### src/rtl/hpe_pkg.sv
// shared types, constants and coefficient function for the hermite evaluator
// no dependencies
package hpe_pkg;

    localparam int unsigned MAX_DEG_DEF   = 8;
    localparam int unsigned FRAC_BITS_DEF = 12;
    localparam int unsigned DEG_W         = 4;
    localparam int unsigned X_W           = 16;
    localparam int unsigned VAL_W         = 64;
    localparam int unsigned COEF_W        = 40;
    localparam int unsigned REG_RESET     = 8;

    typedef logic signed [VAL_W-1:0]  t_val;
    typedef logic signed [COEF_W-1:0] t_coef;
    typedef logic [DEG_W-1:0]         t_deg;

    typedef struct packed {
        t_deg degree;
        logic last_degree;
        logic end_of_block;
    } t_tag;

    localparam t_val VAL_MAX = {1'b0, {(VAL_W-1){1'b1}}};
    localparam t_val VAL_MIN = {1'b1, {(VAL_W-1){1'b0}}};

    // coefficient d of physicists' hermite polynomial of degree n
    function automatic t_coef hermite_coef(input int unsigned n, input int unsigned d);
        longint c [0:15][0:15];
        for (int i = 0; i < 16; i++) begin
            for (int j = 0; j < 16; j++) begin
                c[i][j] = 0;
            end
        end
        c[0][0] = 1;
        c[1][1] = 2;
        for (int i = 2; i < 16; i++) begin
            c[i][0] = -2 * (i - 1) * c[i-2][0];
            for (int j = 1; j <= i; j++) begin
                c[i][j] = 2 * c[i-1][j-1] - 2 * (i - 1) * c[i-2][j];
            end
        end
        return t_coef'(c[n][d]);
    endfunction

endpackage

### src/rtl/hpe_step.sv
// one horner step in two stages: signed multiply, then shift, saturate, add
// depends on hpe_pkg
module hpe_step #(
    parameter int unsigned FRAC_BITS = hpe_pkg::FRAC_BITS_DEF
) (
    input  logic                   i_clk,
    input  logic                   i_en,
    input  logic signed [hpe_pkg::X_W-1:0] i_x,
    input  hpe_pkg::t_val          i_f,
    input  logic                   i_sat,
    input  hpe_pkg::t_coef         i_c,
    output hpe_pkg::t_val          o_f,
    output logic                   o_sat
);
    import hpe_pkg::*;

    localparam int unsigned PW = VAL_W + X_W;

    // stage a: 64x16 product split in two 32x16 halves
    logic signed [X_W+32:0]  r_plo;
    logic signed [X_W+32:0]  r_phi;
    logic                    r_sat_a;
    t_coef                   r_c_a;
    logic signed [PW-1:0]    prod;
    logic signed [PW-FRAC_BITS-1:0] q;
    t_val                    t;
    logic                    ovf;
    logic signed [VAL_W:0]   cs;
    logic signed [VAL_W:0]   s;
    logic                    ovf2;

    always_ff @(posedge i_clk) begin
        if (i_en) begin
            r_plo   <= i_x * $signed({1'b0, i_f[31:0]});
            r_phi   <= i_x * $signed({i_f[VAL_W-1], i_f[VAL_W-1:32]});
            r_sat_a <= i_sat;
            r_c_a   <= i_c;
        end
    end

    always_comb begin
        prod = (PW'(r_phi) <<< 32) + PW'(r_plo);
        q    = prod[PW-1:FRAC_BITS];
        ovf  = (q > $signed((PW-FRAC_BITS)'(VAL_MAX)))
            || (q < $signed((PW-FRAC_BITS)'(VAL_MIN)));
        t    = ovf ? (q[PW-FRAC_BITS-1] ? VAL_MIN : VAL_MAX) : t_val'(q);
        cs   = (VAL_W+1)'(r_c_a) <<< FRAC_BITS;
        s    = (VAL_W+1)'(t) + cs;
        ovf2 = s[VAL_W] != s[VAL_W-1];
    end

    always_ff @(posedge i_clk) begin
        if (i_en) begin
            o_f   <= ovf2 ? (s[VAL_W] ? VAL_MIN : VAL_MAX) : s[VAL_W-1:0];
            o_sat <= r_sat_a | ovf | ovf2;
        end
    end

endmodule

### config.mk
export PLATFORM = sky130hd
export DESIGN_NAME = hpe_step
export DESIGN_NICKNAME = d
export VERILOG_FILES = /design/src/rtl/hpe_pkg.sv /design/src/rtl/hpe_step.sv
export SDC_FILE = /design/constraint.sdc
export NUM_CORES = 2
export LEC_CHECK = 0
export BUFFER_PORTS_ARGS = -buffer_cell sky130_fd_sc_hd__buf_4
export CAP_MARGIN = 20
export CORE_MARGIN = 3
export CORE_UTILIZATION = 27
export CTS_BUF_LIST = sky130_fd_sc_hd__clkbuf_4
export DETAILED_ROUTE_END_ITERATION = 8
export HOLD_SLACK_MARGIN = 0.05
export PLACE_DENSITY_LB_ADDON = 0.3
export SYNTH_ARGS = -nofsm -noshare
export SYNTH_HDL_FRONTEND = slang
export SYNTH_SLANG_ARGS = --single-unit
export TNS_END_PERCENT = 100
### constraint.sdc
create_clock -name i_clk -period 14.4 [get_ports i_clk]
set_input_delay 0.72 -clock i_clk [delete_from_list [all_inputs] [get_ports i_clk]]
set_output_delay 0.72 -clock i_clk [all_outputs]
set_load 0.01 [all_outputs]
==> results.py <==
metrics = {
    "floorplan": {
        "start_util_pct": 27.35,
        "placementRows": 150,
        "fp.dieH_um": 418.9,
        "pin_count": 188,
        "die_w_um": 418.9,
        "coreArea_um2": 168300,
        "fp.dieArea_um2": 175500,
    },
    "clock_tree": {
        "cts_root_buffer": "clkbuf_4",
        "cts_buffers": 17,
        "h-tree-depth": 4,
        "cts_setup_buffers": 0,
        "insertion_delay_ns": 0.82,
        "cts.sinks": 191,
        "cts.path.max_buffers": 2,
        "cts.clk_slew.worst_paths_ns": 0.20,
        "cts_tree": "built",
    },
    "sta": {
        "finalCritPeriodShare_pct": 60.10,
        "worstMarginPinSlew_ns": 1.084,
        "fmax_mhz": 115.6,
        "rsz0062_at_grt": "no",
        "min_period_ns": 8.654,
        "setup_viol": 0,
        "final.setup.tns_ns": 0,
        "slew-limit-headroom_pct": 27.50,
        "final.setup_skew_ns": 0.04937,
        "finalHoldViolations": 0,
        "slew_violations": 0,
    },
    "critical_path": {
        "max_stage_delay_ns": 0.88,
        "critical_path_class": "flop to flop",
        "cp.arrival_ns": 9.26,
        "cp-end-kind": "flop",
        "cp-start-kind": "flop",
        "cp.required_ns": 15.00,
        "worstPathCellList": "buf_4 -> ha_1 -> a211oi_1 -> nor2_1 -> or4_1 -> a221oi_1 -> nand2b_1 -> o311a_2 -> and4_1 -> nor2_4 -> buf_4 -> o31ai_1 -> ha_1 -> a21oi_1 -> o21ai_1 -> o21bai_1 -> a31oi_1 -> nand3_1 -> a21oi_1 -> a31oi_1 -> o22ai_2 -> nand2_2 -> a21oi_1",
        "cp_max_fo": 57,
        "worst_path_max_delay_cell": "nand2_2",
        "crit_top_cell": "a21oi_1",
    },
    "synthesis": {
        "ys_warn_count": 0,
        "synth_xor_area_share_pct": 3.370,
        "ys_types": 85,
        "dominantRegCellSynth": "edfxtp_1",
        "synth-compound-area-share_pct": 9.485,
        "synth.avg_cell_area_um2": 9.202,
        "synth_fa_ha_area_share_pct": 49.33,
        "syn_nets": 6395,
        "synth_top_family_by_area": "adder cells",
        "synth-edff-count": 191,
        "yosys.area.top_type": "fa_1",
        "synth.top_cells.by_area": "fa_1 (39%), edfxtp_1 (12%), ha_1 (9.9%), inv_1 (8.0%), nand2_1 (6.3%)",
        "synth-simple-area-share_pct": 15.16,
        "yosys-mux-area-fraction_pct": 0.07066,
        "synth_area_um2": 46040,
        "ys_seq_elements": 191,
        "ys_seq_area_share_pct": 12.46,
        "synth_top_area_share_pct": 39.35,
        "ys_async_sr_fraction_pct": 0,
        "netlist_instances": 5003,
    },
    "global_routing": {
        "grt_pass1_wl_um": 220900,
        "grt_use_total_pct": 16.30,
        "antenna_found_initial": 16,
        "grt_pass1_vias": 37161,
        "grt_max_degree": 75,
        "overflow": 0,
    },
    "final_layout": {
        "area_delta_synth_final_pct": 8.762,
        "fin_nets": 6427,
        "fillers": 17759,
        "multi_input_area_um2": 35670,
        "drive_gt1_share_pct": 5.786,
        "regArea_um2": 5736,
    },
    "route": {
        "drtIter0Drc": 2144,
        "routedWlPerCell_um": 19.33,
        "first_pass_iters": 5,
        "vias": 34120,
        "viasPerCell": 4.700,
        "drc": 0,
        "wl_um": 140300,
        "postRouteAntennaNets": 0,
    },
    "run": {
        "max-cap-violations": 0,
    },
    "hold_path": {
        "min_path_type": "input pin to flop",
    },
    "outcome": {
        "status": "complete, no violations",
    },
    "placed_design": {
        "io_buffers": 187,
        "gp_congestion": 0.8374,
        "place_hpwl_um": 108900,
    },
}
-- cells in the mapped netlist, types with 8 or more instances --
| master | instances |
|---|---|
| nand4_1 | 30 |
| a21oi_1 | 238 |
| inv_1 | 980 |
| o211ai_1 | 10 |
| a211oi_1 | 14 |
| xor2_1 | 67 |
| nand3_1 | 40 |
| o21ai_0 | 90 |
| or3_1 | 9 |
| a21oi_2 | 20 |
| edfxtp_1 | 191 |
| and4_1 | 8 |
| o31ai_1 | 13 |
| a31oi_1 | 23 |
| a21o_1 | 84 |
| buf_2 | 25 |
| fa_1 | 905 |
| nor2_1 | 105 |
| a211o_1 | 11 |
| nand2_1 | 773 |
| ha_1 | 364 |
| clkbuf_1 | 197 |
| o21bai_1 | 23 |
| o221ai_1 | 8 |
| nor3_1 | 33 |
| o21ai_1 | 26 |
| nor2b_1 | 35 |
| nand2b_1 | 73 |
| and3_1 | 17 |
| xnor2_1 | 107 |
| o21a_1 | 34 |
| and2_1 | 324 |
-- placed cells by master, fill, tap and decap left out, types with 41 or more instances in the layout --
cell             n
and2_1         324
nor2_1         104
fa_1           905
xnor2_1        107
dlygate4sd3_1   41
buf_4          205
nand2_1        772
xor2_1          67
inv_1          980
ha_1           364
nand2b_1        73
o21ai_0         90
edfxtp_1       191
a21o_1          84
a21oi_1        238
-- worst paths after layout --
| kind | start | end | slack (ns) | cells past startpoint |
|---|---|---|---|---|
| setup / recovery | r_plo[48] | o_f[55] | 5.75 | 23 |
| hold / removal | i_f[32] | r_phi[0] | 0.42 | 2 |
| hold reg to reg | r_plo[14] | o_f[2] | 0.58 | 2 |
| setup reg to reg | r_plo[48] | o_f[55] | 5.75 | 23 |
-- critical path, delay by kind of cell, from the launching register on --
family,cells,cell delay [ns]
compound gates,12,3.89
flops,1,0.51
simple gates,7,2.14
fa+ha+maj,2,0.87
buf+inv,2,0.94
-- registers in the layout, indices dropped and copies added, names as in the netlist --
name     flops
o_f         64
r_phi       48
r_c_a       40
r_plo       37
o_sat        1
r_sat_a      1
-- metal layers --
metal | up-vias | part of all wire (%) | track usage [%]
li1 | 15591 | - | -
met1 | 17480 | 46 | 22.55
met2 | 903 | 46 | 26.80
met3 | 140 | 5.7 | 2.479
met4 | 6 | 1.9 | 3.722
met5 | - | 0.030 | 0
-- per-stage QoR --
step	utilization, %	hold WS, ns	worst slack (ns)	instances	instance area, um2
detailed placement	29.34	0.5609	5.751	7179	49400
global placement	29.34	0.5555	5.782	7179	49400
CTS	29.73	0.2895	5.634	7251	50050
floorplan	-	0.4818	7.218	5003	46040
global route	29.74	0.3772	5.079	7256	50070
finish	29.74	0.4203	5.746	7259	50070
-- final cells by class --
cell class | instances | area share (%)
diodes | 8 | 0.03998
clock inverters | 14 | 0.2349
clock buffers | 17 | 0.2549
inverters | 982 | 7.361
repair buffers | 247 | 3.921
multi-input cells | 3596 | 71.23
well taps | 2204 | 5.507
flip-flops and latches | 191 | 11.45
-- logic make-up after synthesis --
family,after synthesis
muxes,2
DFF,191
AOI/OAI and AO/OA,673
and+or+nand+nor,1473
buffers and inverters,1216
xor gates and xnor gates,175
adders and majority gates,1273
-- what timing repair did --
action / in CTS / in global routing
hold endpoints to repair: 41 / 0
gates resized for setup: 0 / 0
hold buffers: 41 / 0
Power is left out: the tool's default activity adds up to more than one toggle a clock period on the data nets, which glitch-free logic cannot reach.
