`config.mk`:
```
export PLATFORM = sky130hd
export DESIGN_NAME = hpe_seq
export DESIGN_NICKNAME = d
export VERILOG_FILES = /design/src/rtl/hpe_pkg.sv /design/src/rtl/hpe_seq.sv
export SDC_FILE = /design/constraint.sdc
export NUM_CORES = 1
export LEC_CHECK = 0
export ABC_AREA = 0
export BUFFER_PORTS_ARGS = -buffer_cell sky130_fd_sc_hd__buf_2
export CAP_MARGIN = 5
export CORE_MARGIN = 2
export CORE_UTILIZATION = 39
export CTS_CLUSTER_SIZE = 16
export DETAILED_ROUTE_END_ITERATION = 16
export PLACE_DENSITY = 0.78
export SYNTH_ARGS = -nofsm -noshare
export SYNTH_HDL_FRONTEND = slang
export SYNTH_SLANG_ARGS = --single-unit
```
`constraint.sdc`:
```
create_clock -name i_clk -period 2.6 [get_ports i_clk]
set_input_delay 0 -clock i_clk [delete_from_list [all_inputs] [get_ports i_clk]]
set_output_delay 0 -clock i_clk [all_outputs]
set_load 0.01 [all_outputs]
```
`src/rtl/hpe_pkg.sv`:
```
// shared types, constants and coefficient function for the hermite evaluator
// no dependencies
package hpe_pkg;

    localparam int unsigned MAX_DEG_DEF   = 8;
    localparam int unsigned FRAC_BITS_DEF = 12;
    localparam int unsigned DEG_W         = 4;
    localparam int unsigned X_W           = 16;
    localparam int unsigned VAL_W         = 64;
    localparam int unsigned COEF_W        = 40;
    localparam int unsigned REG_RESET     = 8;

    typedef logic signed [VAL_W-1:0]  t_val;
    typedef logic signed [COEF_W-1:0] t_coef;
    typedef logic [DEG_W-1:0]         t_deg;

    typedef struct packed {
        t_deg degree;
        logic last_degree;
        logic end_of_block;
    } t_tag;

    localparam t_val VAL_MAX = {1'b0, {(VAL_W-1){1'b1}}};
    localparam t_val VAL_MIN = {1'b1, {(VAL_W-1){1'b0}}};

    // coefficient d of physicists' hermite polynomial of degree n
    function automatic t_coef hermite_coef(input int unsigned n, input int unsigned d);
        longint c [0:15][0:15];
        for (int i = 0; i < 16; i++) begin
            for (int j = 0; j < 16; j++) begin
                c[i][j] = 0;
            end
        end
        c[0][0] = 1;
        c[1][1] = 2;
        for (int i = 2; i < 16; i++) begin
            c[i][0] = -2 * (i - 1) * c[i-2][0];
            for (int j = 1; j <= i; j++) begin
                c[i][j] = 2 * c[i-1][j-1] - 2 * (i - 1) * c[i-2][j];
            end
        end
        return t_coef'(c[n][d]);
    endfunction

endpackage

```
`src/rtl/hpe_seq.sv`:
```
// run sequencer: holds one abscissa and issues one degree per cycle unless stalled
// depends on hpe_pkg
module hpe_seq #(
    parameter int unsigned MAX_DEG = hpe_pkg::MAX_DEG_DEF
) (
    input  logic                   i_clk,
    input  logic                   i_rst_n,
    input  logic                   i_valid,
    output logic                   o_ready,
    input  logic [hpe_pkg::X_W-1:0] i_x_value,
    input  logic                   i_last_sample,
    input  logic [hpe_pkg::DEG_W-1:0] i_max_degree,
    input  logic                   i_adv,
    output logic                   o_valid,
    output logic signed [hpe_pkg::X_W-1:0] o_x,
    output hpe_pkg::t_tag          o_tag
);
    import hpe_pkg::*;

    logic         r_busy, n_busy;
    t_deg         r_deg, n_deg;
    t_deg         r_m, n_m;
    logic [X_W-1:0] r_x, n_x;
    logic         r_last, n_last;
    logic         fin;

    assign fin     = r_busy && i_adv && (r_deg == r_m);
    assign o_ready = !r_busy || fin;
    assign o_valid = r_busy;
    assign o_x     = $signed(r_x);
    assign o_tag   = '{degree: r_deg, last_degree: (r_deg == r_m),
                       end_of_block: (r_deg == r_m) && r_last};

    always_comb begin
        n_busy = r_busy;
        n_deg  = r_deg;
        n_m    = r_m;
        n_x    = r_x;
        n_last = r_last;
        if (r_busy && i_adv) begin
            n_deg = r_deg + 1'b1;
            if (fin) begin
                n_busy = 1'b0;
            end
        end
        if (i_valid && o_ready) begin
            n_busy = 1'b1;
            n_deg  = '0;
            n_x    = i_x_value;
            n_last = i_last_sample;
            n_m    = (i_max_degree > t_deg'(MAX_DEG)) ? t_deg'(MAX_DEG) : i_max_degree;
        end
    end

    always_ff @(posedge i_clk) begin
        if (!i_rst_n) begin
            r_busy <= 1'b0;
            r_deg  <= '0;
        end else begin
            r_busy <= n_busy;
            r_deg  <= n_deg;
        end
        r_m    <= n_m;
        r_x    <= n_x;
        r_last <= n_last;
    end

endmodule

```
==> results of run 1 <==
[state kept, by name, summed over array words and instances (netlist names)]
signal   flops
o_valid      1
o_x         16
r_deg        4
r_m          4
r_last       1
[logic make-up after synthesis]
logic type	after synthesis
flops	26
compound gates	6
buf+inv	2
fa+ha+maj	1
simple gates	16
xor+xnor	7
[worst reg2reg max path: stages, from the launching register on]
cell and delay, ns:
edfxtp_1 0.41, xor2_1 0.18, nor4_4 0.41, nand2_1 0.15
a21oi_2 0.15, buf_4 0.28
[power by group through the flow]
stage	Sequential (W)	Combinational [W]	Clock, W
global placement	0.000493	0.0000748	0
finish	0.000485	0.000106	0.000174
floorplan	0.000502	0.0000245	0
detailed placement	0.000494	0.0000763	0
CTS	0.000485	0.000103	0.000174
global route	0.000488	0.000115	0.000191
[layout make-up]
class | instances | area (um2)
fillers | 186 | 766
flip-flops and latches | 26 | 731
repair buffers | 73 | 488
multi-input cells | 30 | 205
well taps | 28 | 35.0
clock buffers | 3 | 22.5
clock inverters | 1 | 3.75
inverters | 1 | 3.75
[per-layer routing]
layer | wire [um] | part of all wire, %
met4 | 46 | 2.1
met2 | 1120 | 52
met5 | 0 | 0
met3 | 173 | 8.0
met1 | 827 | 38
[cells in the final DEF, fill, tap and decap left out, drive strengths merged, types with 2 or more instances in the layout]
cell          n
nand3         3
clkbuf        3
o21ai         2
buf          49
a21oi         2
nor2          4
dlygate4sd3  24
edfxtp       21
dfxtp         5
nand2         4
xor2          6
nor2b         3
[per-stage QoR]
stage | hold slack (ns) | cell area [um2]
6_report | 0.0521 | 1490
5_1_grt | 0.0517 | 1490
4_1_cts | 0.00690 | 1480
3_5_place_dp | 0.178 | 1220
3_3_place_gp | 0.177 | 1220
2_1_floorplan | 0.0989 | 940
[path summary, 6_finish.rpt]
| kind | end | slack (ns) |
|---|---|---|
| worst min register to register | r_deg[1]$_SDFFE_PP0P_ | 0.54 |
| worst min-delay path | r_deg[3]$_SDFFE_PP0P_ | 0.05 |
| worst max register to register | o_x[6]$_DFFE_PP_ | 0.72 |
| worst max-delay path | o_x[6]$_DFFE_PP_ | 0.72 |
[timing repair]
action | in CTS | in global routing
gates resized for setup | 0 | 0
endpoints found under the hold margin | 23 | 1
hold buffers | 23 | 1
==> key figures, run 1 <==
Status
  – Status: finished, final reports clean

Logic synthesis
  – Sequential area share after synthesis: 77.8%
  – Area leader, netlist: edfxtp_1
  – Post-synth top area share: 67.1%
  – Area share of xor/xnor cells in the synthesized design: 6.52%
  – Yosys reg bits: 26
  – Syn Inst Count: 58
  – Combinational family with the most area after synthesis: simple AND/OR/NAND/NOR gates
  – Post-synthesis mux area share: 0%
  – Synthesized net count: 84
  – Mapped cell area: 940 um2
  – Post-Synth Adder-Cell Area: 1.33%
  – Warnings, synthesis: 0
  – Simple logic cell fraction of the synthesized area: 9.85%
  – Cell variety after synth: 17
  – Top post-synthesis cells by area: edfxtp_1, dfxtp_1, xor2_1
  – Post-synth EDFFs: 21
  – Top_reg_cell synth: edfxtp_1
  – Top post-synthesis cells by count: edfxtp_1, xor2_1, dfxtp_1
  – Post-synthesis async set-or-reset flop share: 0%
  – Most common cell in the netlist: edfxtp_1
  – Syn avg cell area: 16.2 um2
  – Synth Area in Compound Gates: 3.73%

Worst setup path
  – CP Max Fanout: 21
  – Worst Path Arrival: 1.90 ns
  – CP max stage delay: 0.41 ns
  – Critical Path RT: 2.62 ns
  – Reg2Reg Launch Point: r_m[1]$_SDFFCE_PN0P_
  – Crit path depth: 5
  – Setup crit end kind: flop
  – Cell family with most CP delay: simple AND/OR/NAND/NOR gates
  – Startpoint Class: flop
  – Worst Reg-to-Reg Cells: 5
  – CP max-delay cell: edfxtp_1
  – Critical path class: reg2reg
  – Crit. Startpoint: r_m[1]$_SDFFCE_PN0P_
  – Cell Chain, Critical Path: xor2_1 > nor4_4 > nand2_1 > a21oi_2 > buf_4
  – Buf/Inv on CP: 1

Timing
  – Fin Setup TNS: 0 ns
  – Final Setup Violations: 0
  – Tmin final: 1.88 ns
  – Slew Viols, Final: 0
  – Final worst slack: 0.719 ns
  – Rel. slew slack: 76.3%
  – Hold Violations, Final: 0
  – Final period util: 72.3%
  – Slew @ Worst Pin: 0.353 ns
  – FMAX: 532 MHz
  – RSZ-0062 raised after global routing: no
  – Worst Skew: 0.00630 ns

Global route
  – Met2 GRT Util: 31.7%
  – First-pass GRT wire length: 3310 um
  – Vias in the first global route: 751
  – Antenna violations before repair: 0
  – Top Usage Layer GRT: met2
  – M1 GR Usage: 18.7%
  – Global routing usage on met3: 3.95%
  – Largest net degree at the start of global routing: 22
  – Total gr overflow: 0
  – Overall routing resource usage: 17.6%

Layout
  – Fraction of layout cells with a size suffix above 1: 41.8%
  – Antenna cells: 0
  – Final #Nets: 161
  – Layout Cells excl Fill: 162
  – Final core utilization: 66.0%
  – Syn-to-layout area delta: 58.5%

Power and ir drop
  – Switching Share: 22.9%
  – Pwr Density: 514 nW/um2
  – Share of total power in the clock network: 22.7%
  – Int Pwr: 0.000590 W
  – Sequential fraction of design power: 63.5%
  – Gate power share: 13.8%
  – Leak: 0.646 nW
  – NetSw: 0.000175 W
  – Max rail drop VDD: 0.433 mV
  – Power Total: 0.000765 W

Placed design
  – GP Congestion: 0.747
  – Post-DP HPWL: 1330 um
  – Number of port buffers: 48
  – DP Cell Count: 134
  – Post-placement setup slack: 0.736 ns

Min path
  – Hold Path Origin: i_valid
  – Worst Hold Class: in2reg
  – Hold path depth: 3

Floorplanning
  – Die X: 53.1 um
  – Core area: 2250 um2
  – Std-Cell Rows: 17
  – Chip height: 53.1 um
  – I/O pin cnt: 49
  – Initial core utilization: 41.7%
  – Die ar.: 2820 um2

Clock network
  – Clock transition at path regs: 0.14 ns
  – Total CTS buffers: 3
  – Clk sink count: 26
  – CTS tree: yes
  – Post-CTS Setup Repair Bufs: 0
  – Root Driver: clkbuf_4
  – Clock latency on the worst-skew pair: 0.32 ns
  – H-tree Lvls: 1
  – Max clock buf depth: 2

Drt
  – Drt initial violations: 10
  – First-pass DRT Iterations: 4
  – Remaining antenna violation count: 0
  – Wirelength per Cell: 13.4 um
  – Via count: 743
  – Vias/cell: 4.59
  – DRC Markers: 0
  – Total Wirelength: 2170 um

Job
  – Max-cap violations: 0
Note: power is estimated with default switching activity, not from simulation.
==> run 2, diff against run 1 <==
CORE_UTILIZATION = 43   (was 39)
PLACE_DENSITY = 0.82   (was 0.78)
clock period = 1.86 ns   (was 2.6 ns; I/O delays follow)
==> run 2 against run 1 <==
Net effect:
- non-clock buffer count grew 2
- largest power group unchanged
- critical endpoint is now o_valid$_SDFFE_PN0P_
- clock skew hardly changed
- final cell count grew 0.62%
- largest cell class unchanged
- clock power increased by 36%
- worst setup slack worse by 0.62 ns
- routed wire length shrank 1.6%
- design area is 1.6% higher
==> key figures, run 2 (same netlist as run 1, synthesis figures left out) <==
Status
  – Status: finished, final reports clean (unchanged)

Layout
  – Fraction of layout cells with a size suffix above 1: 44.1% (was 41.8%)
  – Final #Nets: 163 (was 161)
  – Reg area: 733 um2 (was 731 um2)
  – Area of the multi-input gates: 213 um2 (was 205 um2)
  – Final core utilization: 75.6% (was 66.0%)
  – Layout Cells excl Fill: 163 (was 162)
  – Leading cell type in the layout, fill and taps excluded: buf_2 (unchanged)
  – Antenna cells: 0 (unchanged)
  – Syn-to-layout area delta: 61.0% (was 58.5%)
  – Fill cell count: 147 (was 186)
  – Commonest non-fill, non-tap cells in the layout: buf_2, dlygate4sd3_1, edfxtp_1 (unchanged)
  – Largest register FFs: 16 (unchanged)

Floorplanning
  – Initial core utilization: 46.9% (was 41.7%)
  – Chip height: 50.7 um (was 53.1 um)
  – Die ar.: 2580 um2 (was 2820 um2)
  – Die X: 50.7 um (was 53.1 um)
  – Std-Cell Rows: 16 (was 17)
  – Core area: 2000 um2 (was 2250 um2)
  – I/O pin cnt: 49 (unchanged)

Placed design
  – Number of port buffers: 48 (unchanged)
  – GP Congestion: 0.693 (was 0.747)
  – Post-DP HPWL: 1390 um (was 1330 um)
  – DP Cell Count: 135 (was 134)

Clock network
  – CTS tree: yes (unchanged)
  – Clock transition at path regs: 0.13 ns (was 0.14 ns)
  – CTS-repair resized insts: 0 (unchanged)
  – Total CTS buffers: 3 (unchanged)
  – Max clock buf depth: 2 (unchanged)
  – Root Driver: clkbuf_4 (unchanged)
  – H-tree Lvls: 1 (unchanged)
  – Clk sink count: 26 (unchanged)
  – Clock latency on the worst-skew pair: 0.31 ns (was 0.32 ns)
  – Post-CTS Setup Repair Bufs: 0 (unchanged)

Timing
  – RSZ-0062 raised after global routing: no (unchanged)
  – Slew @ Worst Pin: 0.310 ns (was 0.353 ns)
  – Final period util: 94.8% (was 72.3%)
  – Final Setup Violations: 0 (unchanged)
  – Hold Violations, Final: 0 (unchanged)
  – Rel. slew slack: 79.3% (was 76.3%)
  – FMAX: 567 MHz (was 532 MHz)
  – Tmin final: 1.76 ns (was 1.88 ns)
  – Worst Skew: 0.00595 ns (was 0.00630 ns)
  – Hold Slack: 0.0569 ns (was 0.0521 ns)
  – Slew Viols, Final: 0 (unchanged)

Drt
  – Via count: 737 (was 743)
  – Drt initial violations: 7 (was 10)
  – Total Wirelength: 2140 um (was 2170 um)
  – DRC Markers: 0 (unchanged)
  – Wirelength per Cell: 13.1 um (was 13.4 um)
  – Remaining antenna violation count: 0 (unchanged)
  – Vias/cell: 4.52 (was 4.59)
  – First-pass DRT Iterations: 4 (unchanged)

Power and ir drop
  – Max rail drop VDD: 0.509 mV (was 0.433 mV)
  – Leak: 0.659 nW (was 0.646 nW)
  – Pwr Density: 706 nW/um2 (was 514 nW/um2)

Worst setup path
  – Worst Path Arrival: 1.97 ns (was 1.90 ns)
  – Critical Path RT: 2.07 ns (was 2.62 ns)
  – Startpoint Class: flop (unchanged)
  – CP Max Fanout: 4 (was 21)
  – Setup crit end kind: flop (unchanged)
  – Critical path class: reg2reg (unchanged)

Global route
  – First-pass GRT wire length: 3360 um (was 3310 um)
  – Largest net degree at the start of global routing: 15 (was 22)
  – Total gr overflow: 0 (unchanged)
  – Vias in the first global route: 719 (was 751)
  – Antenna violations before repair: 0 (unchanged)
  – Overall routing resource usage: 18.8% (was 17.6%)

Min path
  – Worst Hold Class: in2reg (unchanged)

Job
  – Max-cap violations: 0 (unchanged)
-- run 2: critical path, cell delays in order, from the launching register on --
cell and delay, ns:
edfxtp_1 0.42, xor2_1 0.18, nor4_4 0.26, buf_4 0.16
a31oi_1 0.08, dlygate4sd3_1 0.56
-- run 2: layout make-up --
type	instances	area share [%]
Clock buffer	3	1.49
Sequential cell	26	48.5
Tap cell	27	2.23
Inverter	1	0.248
Multi-Input combinational cell	30	14.1
Clock inverter	1	0.248
Timing Repair Buffer	75	33.3
-- run 2: metrics by stage --
step	setup slack, ns	area (um2)	total power [W]	setup TNS [ns]
after floorplan	-0.0728	953	0.000739	-1.53
after global placement	0.250	1250	0.000798	0
after detailed placement	0.212	1250	0.000804	0
after CTS	0.112	1510	0.00107	0
after global routing	0.00850	1510	0.00112	0
final	0.0971	1510	0.00107	0
-- run 2: final timing paths --
check / startpoint / end / slack (ns) / cells after the start
max: r_m[0]$_SDFFCE_PN0P_ / o_valid$_SDFFE_PN0P_ / 0.1 / 5
min: i_valid / r_deg[0]$_SDFFE_PP0P_ / 0.06 / 3
max reg2reg: r_m[0]$_SDFFCE_PN0P_ / o_valid$_SDFFE_PN0P_ / 0.1 / 5
min reg2reg: r_deg[1]$_SDFFE_PP0P_ / r_deg[1]$_SDFFE_PP0P_ / 0.55 / 2
-- run 2: power breakdown --
part / internal [W] / switching, W
combinational: 0.0000855 / 0.0000678
clock: 0.0000783 / 0.000158
sequential: 0.000664 / 0.0000137
-- run 2: timing repair --
action / 4_1_cts / 5_1_grt
endpoints found under the hold margin: 23 / 0
hold buffers: 24 / 0
endpoints found under the setup margin: 0 / 0
-- run 2: per-layer routing --
| metal | share of wire [%] | wire, um | GRT usage (%) |
|---|---|---|---|
| met1 | 38 | 814 | 19.6 |
| met2 | 58 | 1240 | 36.6 |
| met3 | 3.1 | 66 | 2.68 |
| met4 | 0.89 | 19 | 8.11 |
| met5 | 0 | 0 | 0 |
==> run 3, diff against run 2 <==
BUFFER_PORTS_ARGS = -buffer_cell sky130_fd_sc_hd__clkbuf_2   (was -buffer_cell sky130_fd_sc_hd__buf_2)
CTS_BUF_LIST = sky130_fd_sc_hd__clkbuf_16   (was default)
==> run 3 against run 2 <==
Net effect:
- critical path depth is the same
- clock skew down 0.0041 ns
- worst hold slack got worse by 0.028 ns
- utilization is 0.62 points higher
- die area stayed put
- sequential share of layout area down 0.40 points
- routed wire length grew 0.47%
- worst setup slack worse by 0.032 ns
- highest routed layer unchanged
==> key figures, run 3 (same netlist as run 1, synthesis figures left out) <==
Drt
  – Total Wirelength: 2150 um (was 2140 um)
  – Via count: 713 (was 737)
  – First-pass DRT Iterations: 4 (unchanged)
  – Vias/cell: 4.48 (was 4.52)
  – DRC Markers: 0 (unchanged)
  – Wirelength per Cell: 13.5 um (was 13.1 um)
  – Remaining antenna violation count: 0 (unchanged)
  – Drt initial violations: 7 (unchanged)

Timing
  – Final period util: 96.5% (was 94.8%)
  – RSZ-0062 raised after global routing: no (unchanged)
  – Tmin final: 1.79 ns (was 1.76 ns)
  – Rel. slew slack: 80.9% (was 79.3%)
  – Slew Viols, Final: 0 (unchanged)
  – Slew @ Worst Pin: 0.285 ns (was 0.310 ns)
  – Hold Slack: 0.0288 ns (was 0.0569 ns)
  – Hold Violations, Final: 0 (unchanged)
  – Final Setup Violations: 0 (unchanged)
  – Worst Skew: 0.00180 ns (was 0.00595 ns)
  – FMAX: 557 MHz (was 567 MHz)

Placed design
  – Post-DP HPWL: 1400 um (was 1390 um)
  – GP Congestion: 0.683 (was 0.693)
  – Number of port buffers: 48 (unchanged)
  – DP Cell Count: 135 (unchanged)

Min path
  – Worst Hold Class: in2reg (unchanged)

Layout
  – Commonest non-fill, non-tap cells in the layout: clkbuf_2, edfxtp_1, dlygate4sd3_1 (was buf_2, dlygate4sd3_1, edfxtp_1)
  – Layout Cells excl Fill: 159 (was 163)
  – Leading cell type in the layout, fill and taps excluded: clkbuf_2 (was buf_2)
  – Final #Nets: 159 (was 163)
  – Fraction of layout cells with a size suffix above 1: 45.5% (was 44.1%)
  – Area of the multi-input gates: 213 um2 (unchanged)
  – Fill cell count: 133 (was 147)
  – Reg area: 733 um2 (unchanged)
  – Largest register FFs: 16 (unchanged)
  – Syn-to-layout area delta: 62.3% (was 61.0%)
  – Antenna cells: 0 (unchanged)

Worst setup path
  – Worst Path Arrival: 1.94 ns (was 1.97 ns)
  – CP Max Fanout: 4 (unchanged)
  – Critical path class: reg2reg (unchanged)
  – Startpoint Class: flop (unchanged)
  – Setup crit end kind: flop (unchanged)
  – Critical Path RT: 2.01 ns (was 2.07 ns)

Floorplanning
  – Chip height: 50.7 um (unchanged)
  – Die ar.: 2580 um2 (unchanged)
  – Die X: 50.7 um (unchanged)
  – Initial core utilization: 46.9% (unchanged)
  – Std-Cell Rows: 16 (unchanged)
  – I/O pin cnt: 49 (unchanged)
  – Core area: 2000 um2 (unchanged)

Global route
  – Largest net degree at the start of global routing: 15 (unchanged)
  – Total gr overflow: 0 (unchanged)
  – Vias in the first global route: 744 (was 719)
  – Overall routing resource usage: 19.6% (was 18.8%)
  – Antenna violations before repair: 0 (unchanged)
  – First-pass GRT wire length: 3460 um (was 3360 um)

Clock network
  – Clk sink count: 26 (unchanged)
  – CTS tree: yes (unchanged)
  – Total CTS buffers: 3 (unchanged)
  – Clock latency on the worst-skew pair: 0.26 ns (was 0.31 ns)
  – Clock transition at path regs: 0.06 ns (was 0.13 ns)
  – Max clock buf depth: 2 (unchanged)
  – Root Driver: clkbuf_16 (was clkbuf_4)
  – H-tree Lvls: 1 (unchanged)
  – CTS-repair resized insts: 0 (unchanged)

Status
  – Status: finished, final reports clean (unchanged)

Power and ir drop
  – Power Total: 0.00130 W (was 0.00107 W)
  – Leak: 0.669 nW (was 0.659 nW)
  – Max rail drop VDD: 0.642 mV (was 0.509 mV)
  – Pwr Density: 852 nW/um2 (was 706 nW/um2)

Job
  – Max-cap violations: 0 (unchanged)
## run 3: cell types whose count changed in the layout (fill, tap and decap cells not counted)
| cell | delta |
|---|---|
| buf_2 | -48 |
| clkbuf_16 | +3 |
| clkbuf_2 | +48 |
| clkbuf_4 | -3 |
| dlygate4sd3_1 | -4 |
## run 3: power breakdown
group / switching (W) / total, W / leakage (nW) / internal, W
Combinational: 0.0000678 / 0.000147 / 0.388 / 0.0000796
Sequential: 0.0000148 / 0.000680 / 0.243 / 0.000665
Clock: 0.000184 / 0.000471 / 0.0385 / 0.000288
Total: 0.000266 / 0.00130 / 0.669 / 0.00103
## run 3: worst paths after layout
| path | startpoint | endpoint | slack (ns) | cells past startpoint |
|---|---|---|---|---|
| worst min-delay path | i_max_degree[2] | r_m[2]$_SDFFCE_PN0P_ | 0.03 | 2 |
| worst max-delay path | r_m[0]$_SDFFCE_PN0P_ | o_valid$_SDFFE_PN0P_ | 0.07 | 5 |
| worst max register to register | r_m[0]$_SDFFCE_PN0P_ | o_valid$_SDFFE_PN0P_ | 0.07 | 5 |
| worst min register to register | r_deg[2]$_SDFFE_PP0P_ | r_deg[2]$_SDFFE_PP0P_ | 0.55 | 2 |
## run 3: routing by layer
metal / part of all wire (%) / wire length [um] / GRT usage, %
met5: 0 / 0 / 0
met4: 3.2 / 68 / 12.6
met3: 5.4 / 115 / 4.17
met2: 55 / 1180 / 34.2
met1: 37 / 787 / 21.2
## run 3: worst max-delay path: stages (launching register included)
cell and delay (ns):
edfxtp_1 0.40, xor2_1 0.18, nor4_4 0.30, buf_4 0.17
a31oi_1 0.07, dlygate4sd3_1 0.56
## run 3: through the flow
step	util (%)	TNS, ns	worst slack, ns	instance area [um2]
6_report	76.2	0	0.0651	1530
2_1_floorplan	-	-1.53	-0.0728	953
4_1_cts	76.2	0	0.0751	1530
3_3_place_gp	62.3	0	0.250	1250
5_1_grt	76.2	0	0.00204	1530
3_5_place_dp	62.3	0	0.162	1250
## run 3: area by class of cell
type | instances | share of cell area [%]
clock inverter | 1 | 0.246
inverter | 1 | 0.246
timing repair buffer | 71 | 30.4
clock buffer | 3 | 4.92
tap | 27 | 2.21
sequential | 26 | 48.1
multi-input combinational | 30 | 13.9
## run 3: what timing repair did
action                                 CTS  global route
endpoints found under the hold margin   19             0
setup endpoints to repair                0             0
hold buffers                            20             0
setup buffers                            0             0
